### config.mk
export PLATFORM = sky130hd
export DESIGN_NAME = tcce_ctrl
export DESIGN_NICKNAME = d
export VERILOG_FILES = /design/src/hw/rtl/assert_macros.svh /design/src/hw/rtl/tcce_pkg.sv /design/src/hw/rtl/tcce_ctrl.sv
export SDC_FILE = /design/constraint.sdc
export NUM_CORES = 1
export LEC_CHECK = 0
export BUFFER_PORTS_ARGS = -buffer_cell sky130_fd_sc_hd__buf_4
export CAP_MARGIN = 20
export CORE_AREA = 2 2 39 41
export DETAILED_ROUTE_END_ITERATION = 12
export DIE_AREA = 0 0 41 43
export PLACE_DENSITY = 0.64
export SLEW_MARGIN = 20
export SYNTH_ARGS = -nofsm -noshare
export SYNTH_HDL_FRONTEND = slang
export SYNTH_SLANG_ARGS = --single-unit
### constraint.sdc
create_clock -name i_clk -period 3.65 [get_ports i_clk]
set_input_delay 0.73 -clock i_clk [delete_from_list [all_inputs] [get_ports i_clk]]
set_output_delay 0.73 -clock i_clk [all_outputs]
set_load 0.01 [all_outputs]
### src/hw/rtl/assert_macros.svh
// Assertion helpers shared by the RTL files.
// Every check is clocked on i_clk and held off while i_rst_n is low.
`ifndef ASSERT_MACROS_SVH
`define ASSERT_MACROS_SVH

// The consequent must hold in the same cycle as the trigger.
`define ASSERT_IMPL(label, trig, cons, msg) \
    label: assert property (@(posedge i_clk) disable iff (!i_rst_n) (trig) |-> (cons)) \
        else $error(msg);

// The condition must never be true.
`define ASSERT_NEVER(label, cond, msg) \
    label: assert property (@(posedge i_clk) disable iff (!i_rst_n) !(cond)) \
        else $error(msg);

`endif

### src/hw/rtl/tcce_pkg.sv
// ----------------------------------------------------------------------------
// tcce_pkg
// Shared types and codes for the text console cursor engine.
// ----------------------------------------------------------------------------
package tcce_pkg;

    // request modes
    localparam logic [1:0] MODE_PUT   = 2'd0;
    localparam logic [1:0] MODE_CLEAR = 2'd1;
    localparam logic [1:0] MODE_READ  = 2'd2;

    // character codes
    localparam logic [7:0] CHR_NEWLINE   = 8'h0A;
    localparam logic [7:0] CHR_RETURN    = 8'h0D;
    localparam logic [7:0] CHR_BACKSPACE = 8'h08;
    localparam logic [7:0] CHR_TAB       = 8'h09;
    localparam logic [7:0] CHR_PRINTABLE = 8'h20;
    localparam logic [7:0] CHR_BLANK     = 8'h20;

    // input request
    typedef struct packed {
        logic [1:0]  mode;
        logic [7:0]  char_code;
        logic [10:0] cell_index;
    } t_in;

    // result
    typedef struct packed {
        logic [4:0]  cursor_row;
        logic [6:0]  cursor_column;
        logic [10:0] cursor_offset;
        logic [15:0] read_data;
        logic        scrolled;
    } t_out;

    // controller to datapath
    typedef struct packed {
        logic load;        // latch request payload
        logic home;        // cursor to row 0, column 0
        logic exec_put;    // interpret character, update cursor
        logic rd_cell;     // read the addressed cell
        logic copy;        // scroll copy step
        logic blank;       // blank fill step
        logic cnt_zero;    // sweep counter to first cell
        logic cnt_last;    // sweep counter to first cell of last row
        logic cnt_inc;     // sweep counter step
        logic offs_upd;    // recompute linear cursor offset
        logic out_load;    // capture result
        logic out_read;    // result carries read data
    } t_cmd;

    // datapath to controller
    typedef struct packed {
        logic scroll_now;  // put overflows the last row
        logic copy_end;    // final copy step
        logic blank_end;   // final blank step
    } t_status;

endpackage

### src/hw/rtl/tcce_ctrl.sv
// ----------------------------------------------------------------------------
// tcce_ctrl
// Sequencer for one request at a time: decode, store sweeps, result hand-off.
// ----------------------------------------------------------------------------
module tcce_ctrl (
    input  logic              i_clk,
    input  logic              i_rst_n,
    input  logic              i_in_valid,
    input  logic [1:0]        i_in_mode,
    output logic              o_in_stall,
    output logic              o_out_valid,
    input  logic              i_out_stall,
    input  tcce_pkg::t_status i_status,
    output tcce_pkg::t_cmd    o_cmd
);
    import tcce_pkg::*;

    typedef enum logic [2:0] {
        S_IDLE,
        S_EXEC,
        S_COPY,
        S_BLANK,
        S_READ,
        S_OFFS,
        S_DONE
    } t_state;

    t_state     r_state;
    t_state     n_state;
    logic [1:0] r_mode;
    logic       r_out_valid;
    logic       in_acc;
    logic       slot_free;

    assign in_acc      = i_in_valid && (r_state == S_IDLE);
    assign slot_free   = !r_out_valid || !i_out_stall;
    assign o_in_stall  = (r_state != S_IDLE);
    assign o_out_valid = r_out_valid;

    // next state and commands
    always_comb begin
        n_state = r_state;
        o_cmd   = '0;
        o_cmd.out_read = (r_mode == MODE_READ);
        unique case (r_state)
            S_IDLE: begin
                if (in_acc) begin
                    o_cmd.load = 1'b1;
                    if (i_in_mode == MODE_PUT) begin
                        n_state = S_EXEC;
                    end else if (i_in_mode == MODE_CLEAR) begin
                        o_cmd.home     = 1'b1;
                        o_cmd.cnt_zero = 1'b1;
                        n_state        = S_BLANK;
                    end else if (i_in_mode == MODE_READ) begin
                        n_state = S_READ;
                    end else begin
                        n_state = S_DONE;
                    end
                end
            end
            S_EXEC: begin
                o_cmd.exec_put = 1'b1;
                if (i_status.scroll_now) begin
                    o_cmd.cnt_zero = 1'b1;
                    n_state        = S_COPY;
                end else begin
                    n_state = S_OFFS;
                end
            end
            S_COPY: begin
                o_cmd.copy = 1'b1;
                if (i_status.copy_end) begin
                    o_cmd.cnt_last = 1'b1;
                    n_state        = S_BLANK;
                end else begin
                    o_cmd.cnt_inc = 1'b1;
                end
            end
            S_BLANK: begin
                o_cmd.blank = 1'b1;
                if (i_status.blank_end) begin
                    n_state = S_OFFS;
                end else begin
                    o_cmd.cnt_inc = 1'b1;
                end
            end
            S_READ: begin
                o_cmd.rd_cell = 1'b1;
                n_state       = S_DONE;
            end
            S_OFFS: begin
                o_cmd.offs_upd = 1'b1;
                n_state        = S_DONE;
            end
            S_DONE: begin
                if (slot_free) begin
                    o_cmd.out_load = 1'b1;
                    n_state        = S_IDLE;
                end
            end
            default: begin
                n_state = S_IDLE;
            end
        endcase
    end

    // state and result valid
    always_ff @(posedge i_clk) begin
        if (!i_rst_n) begin
            r_state     <= S_IDLE;
            r_mode      <= MODE_PUT;
            r_out_valid <= 1'b0;
        end else begin
            r_state <= n_state;
            if (in_acc) begin
                r_mode <= i_in_mode;
            end
            if (o_cmd.out_load) begin
                r_out_valid <= 1'b1;
            end else if (!i_out_stall) begin
                r_out_valid <= 1'b0;
            end
        end
    end

endmodule

**Yosys cells after proc, flatten, opt, wreduce, memory -nomap -nowiden**

Cells that the tools add are included.

- Latch bits: 0
- Output and inout port bits: 14
- Logic and storage cells: 56
- Bits in writable memories: 0
- Memories: 0
- ROM bits: 0
- Input bits: 9
- Flip-flop bits (word level): 6

- Bitwise gates (word level): 0
- Equality and inequality tests: 14
- Muxes and demuxes: 30
- Multipliers: 0
- Order comparisons: 0
- Divide/modulo/power cells: 0
- Reduce and logical (&&, ||, !) cells: 9
- Shift-type cells: 0
- Add/subtract/negate cells: 0

Operators with widths:

| kind | number |
|---|---|
| $mux 3 | 7 |
| $pmux 3 s6 | 1 |
| $mux 1 | 17 |
| $eq 3x3->1 const B | 3 |
| $ne 2x2->1 const B | 4 |
| $eq 3x2->1 const B | 2 |
| $mux 2 | 3 |
| $eq 2x2->1 const B | 2 |
| $pmux 1 s2 | 2 |
| $reduce_and 4->1 | 1 |
| $eq 3x1->1 const B | 1 |
| $logic_not 3->1 | 1 |
| $reduce_bool 3->1 | 1 |
| $eq 2x1->1 const B | 1 |
| $logic_not 1->1 | 2 |
| $logic_not 2->1 | 1 |
| $ne 2x1->1 const B | 1 |
| $reduce_or 2->1 | 1 |
| $logic_and 1x1->1 | 1 |
| $logic_or 1x1->1 | 1 |

**Depth between registers and ports, before layout**

- Depth after elaboration: 6
- Gate-level depth with buffers: 4
- Gate-level depth less buffers: 3

**Worst setup path before layout**

No wires, ideal clock.

- Path kind: input to output
- Start: input port i_in_valid
- End: output port o_cmd[10] (netlist bit)
- Data required time: 2920 ps
- Path buffers: 0
- Slack: 1681 ps
- Arrival time: 1239 ps
- Stages on the path: 2
- Path through: nor4b_4 -> and3b_1

RTL lines:

| element | line | RTL |
|---|---|---|
| start, declared | tcce_ctrl.sv:8 | `input logic i_in_valid,` |
| end, declared | tcce_ctrl.sv:14 | `output tcce_pkg::t_cmd o_cmd` |

==> metrics.yaml <==
globalRoute.totalOverflow: 0
netlist_area_um2: 473
drt-wirelength-per-cell_um: 11.5
grt_first_pass_wirelength_um: 1640
numPlacedInstances: 90
synth_warnings: 0
cellLeakagePower_nw: 0.306
setup_viol: 0
detail_route.iter0.violations: 3
floorplan.initialDensity: 0.342
post-cts-setup-buffer-count: 0
finalWorstPathRequiredPeriod_ns: 2.21
worstHoldPathType: "reg2reg"
final_nets: 88
gp_congestion: 0.787
drc: 0
synth_top_cell_area_share: 0.254
layout-drive-gt1-share: 0.403
start_kind: "register"
detailedRoute.firstPassIterationCount: 2
status: "finished, final reports clean"
sequential_cell_area_fraction_in_the_yosys_report: 0.254
crit_type: "reg2out"
cts_htree_levels: 1
fmax_ghz: 0.453
synth_seq_cells: 6
total_power_uw: 346
critical_path_arrival_ns: 1.48
timing.critical_path.to_type: "primary output"
grt_pass1_vias: 402
synth_top_cell_by_area: "sky130_fd_sc_hd__dfxtp_1"
fin_clk_skew_ns: 0.00660
antenna_found_initial: 0
avgViaCountPerCell: 5.05
synthesis.instances: 56
areaGrowthSynthToFinish_pct: 38.6
tritoncts: "done"
clk_path_buf_depth: 2
row_count: 14
final.period_utilization: 0.605
place.port_buffers: 22
quantity_of_gates_resized_following_cts: 0
clk_root_buffer_cell: "sky130_fd_sc_hd__clkbuf_4"
postSynthNetCount: 65
critical_path_peak_fanout: 14
core-area_mm2: 0.00138
cts.sink_count: 6
yosys.cell_types.count: 32
n_antenna_cell: 0
drt_wl_total_um: 1070
syn-mean-instance-area_um2: 8.45
cts_buffers: 3
design.portCount: 23
power_density_mw_per_mm2: 527
relSlewSlack: 0.652
routed-via-count: 470
clock_insertion_delay_worst_skew_ns: 0.24
synth.top_cells.by_area: "sky130_fd_sc_hd__dfxtp_1 (25%), sky130_fd_sc_hd__nor2b_1 (6.6%), sky130_fd_sc_hd__nor4b_4 (5.0%), sky130_fd_sc_hd__a21oi_1 (4.2%), sky130_fd_sc_hd__mux2i_1 (4.2%)"
peakVddDrop_mv: 0.277
die_height_um: 43
setup_tns_ns: 0
timing.final.max_slew_violations: 0
synth-edff-count: 0
antenna_violating_nets_post_route: 0
die_area_mm2: 0.00176
layout.cells.non_filler: 93
data_required_time_of_the_worst_path_ns: 2.92
holdBufCountCts: 0
post_cts_clock_slew_at_the_launch_and_capture_registers_of_the_worst_setup_and_hold_paths_ns: 0.05
worst_pin_slew_ns: 0.521
ys_async_sr_fraction: 0
grt_setup_unrepaired: "no"
drv_cap: 0
final_count_of_hold_timing_violations: 0
hpwlAfterDp_um: 809
grt_start_max_net_pins: 16
dieWidth_um: 41
synth_ff_type: "sky130_fd_sc_hd__dfxtp_1"
grt_usage: 0.138
layout by cell type, fill, tap and decap left out, types with 2 or more instances in the layout:
cell type,synthesis,layout
sky130_fd_sc_hd__buf_4,2,22
sky130_fd_sc_hd__dfxtp_1,6,6
sky130_fd_sc_hd__nor2b_1,5,5
sky130_fd_sc_hd__a21oi_1,4,4
sky130_fd_sc_hd__nor2_1,3,3
sky130_fd_sc_hd__clkbuf_4,0,3
sky130_fd_sc_hd__inv_2,2,2
sky130_fd_sc_hd__nand3_1,2,2
sky130_fd_sc_hd__or3_1,2,2
sky130_fd_sc_hd__nand2b_1,2,2
sky130_fd_sc_hd__and3b_1,2,2
sky130_fd_sc_hd__and3_1,2,2
sky130_fd_sc_hd__nand2_1,2,2
sky130_fd_sc_hd__mux2i_1,2,2
critical path: stages, from the launching register on:
cell and delay [ns]:
sky130_fd_sc_hd__dfxtp_1 0.64, sky130_fd_sc_hd__mux2_4 0.36, sky130_fd_sc_hd__nor2_2 0.11, sky130_fd_sc_hd__buf_4 0.13
state kept, by name (all words and copies together) (netlist names):
register and cells:
o_out_valid 1, r_mode 2, r_state 3
cells in the mapped netlist, types with 2 or more instances:
master and instances:
sky130_fd_sc_hd__dfxtp_1 6, sky130_fd_sc_hd__nand2b_1 2, sky130_fd_sc_hd__a21oi_1 4, sky130_fd_sc_hd__inv_2 2, sky130_fd_sc_hd__nand3_1 2, sky130_fd_sc_hd__and3_1 2, sky130_fd_sc_hd__and3b_1 2, sky130_fd_sc_hd__nor2b_1 5
sky130_fd_sc_hd__buf_4 2, sky130_fd_sc_hd__buf_2 2, sky130_fd_sc_hd__nor2_1 3, sky130_fd_sc_hd__or3_1 2, sky130_fd_sc_hd__mux2i_1 2, sky130_fd_sc_hd__nand2_1 2
routing by layer:
| layer | track usage | wire length (µm) |
|---|---|---|
| met4 | 0.0400 | 0 |
| met5 | 0 | 0 |
| met2 | 0.191 | 488 |
| met3 | 0.0785 | 64 |
| met1 | 0.177 | 517 |
per-stage QoR:
| step | hold slack [ns] | setup slack, ns | util | area (µm²) |
|---|---|---|---|---|
| global placement | 0.503 | 1.50 | 0.458 | 633 |
| floorplan | 0.474 | 1.68 | - | 473 |
| CTS | 0.528 | 1.45 | 0.474 | 656 |
| global route | 0.548 | 1.36 | 0.474 | 656 |
| finish | 0.517 | 1.44 | 0.474 | 656 |
| detailed placement | 0.517 | 1.48 | 0.458 | 633 |
final cells by class:
class | count | area [µm²]
well taps | 16 | 20.0
clock buffers | 3 | 22.5
inverters | 2 | 7.51
flip-flops and latches | 6 | 120
repair buffers | 22 | 165
multi-input cells | 44 | 320
fillers | 150 | 728
kinds of logic (layout without fill, tap and decap cells):
group | Yosys count | after routing | share of synthesized area
flip-flops | 6 | 6 | 0.254
multiplexers | 3 | 3 | 0.0741
AND/OR/NAND/NOR | 27 | 27 | 0.378
AO/OA/AOI/OAI | 14 | 14 | 0.225
buffers and inverters | 6 | 27 | 0.0688
where the power goes:
part           internal (mW)  total (mW)  leakage (nW)  switching [mW]
registers             0.0788       0.114        0.0493          0.0356
clock network         0.0371      0.0598        0.0138          0.0227
logic                 0.0979       0.172         0.242          0.0738
path summary, 6_finish.rpt:
check / slack, ns / end / cells after the start / from
max reg2reg: 2.28 / r_state[0] / 3 / r_state[0]
min reg2reg: 0.52 / r_mode[1] / 2 / r_mode[1]
min: 0.52 / r_mode[1] / 2 / r_mode[1]
max: 1.44 / o_cmd[3] / 3 / r_state[0]
No activity file was read; power rests on OpenSTA's default activity.
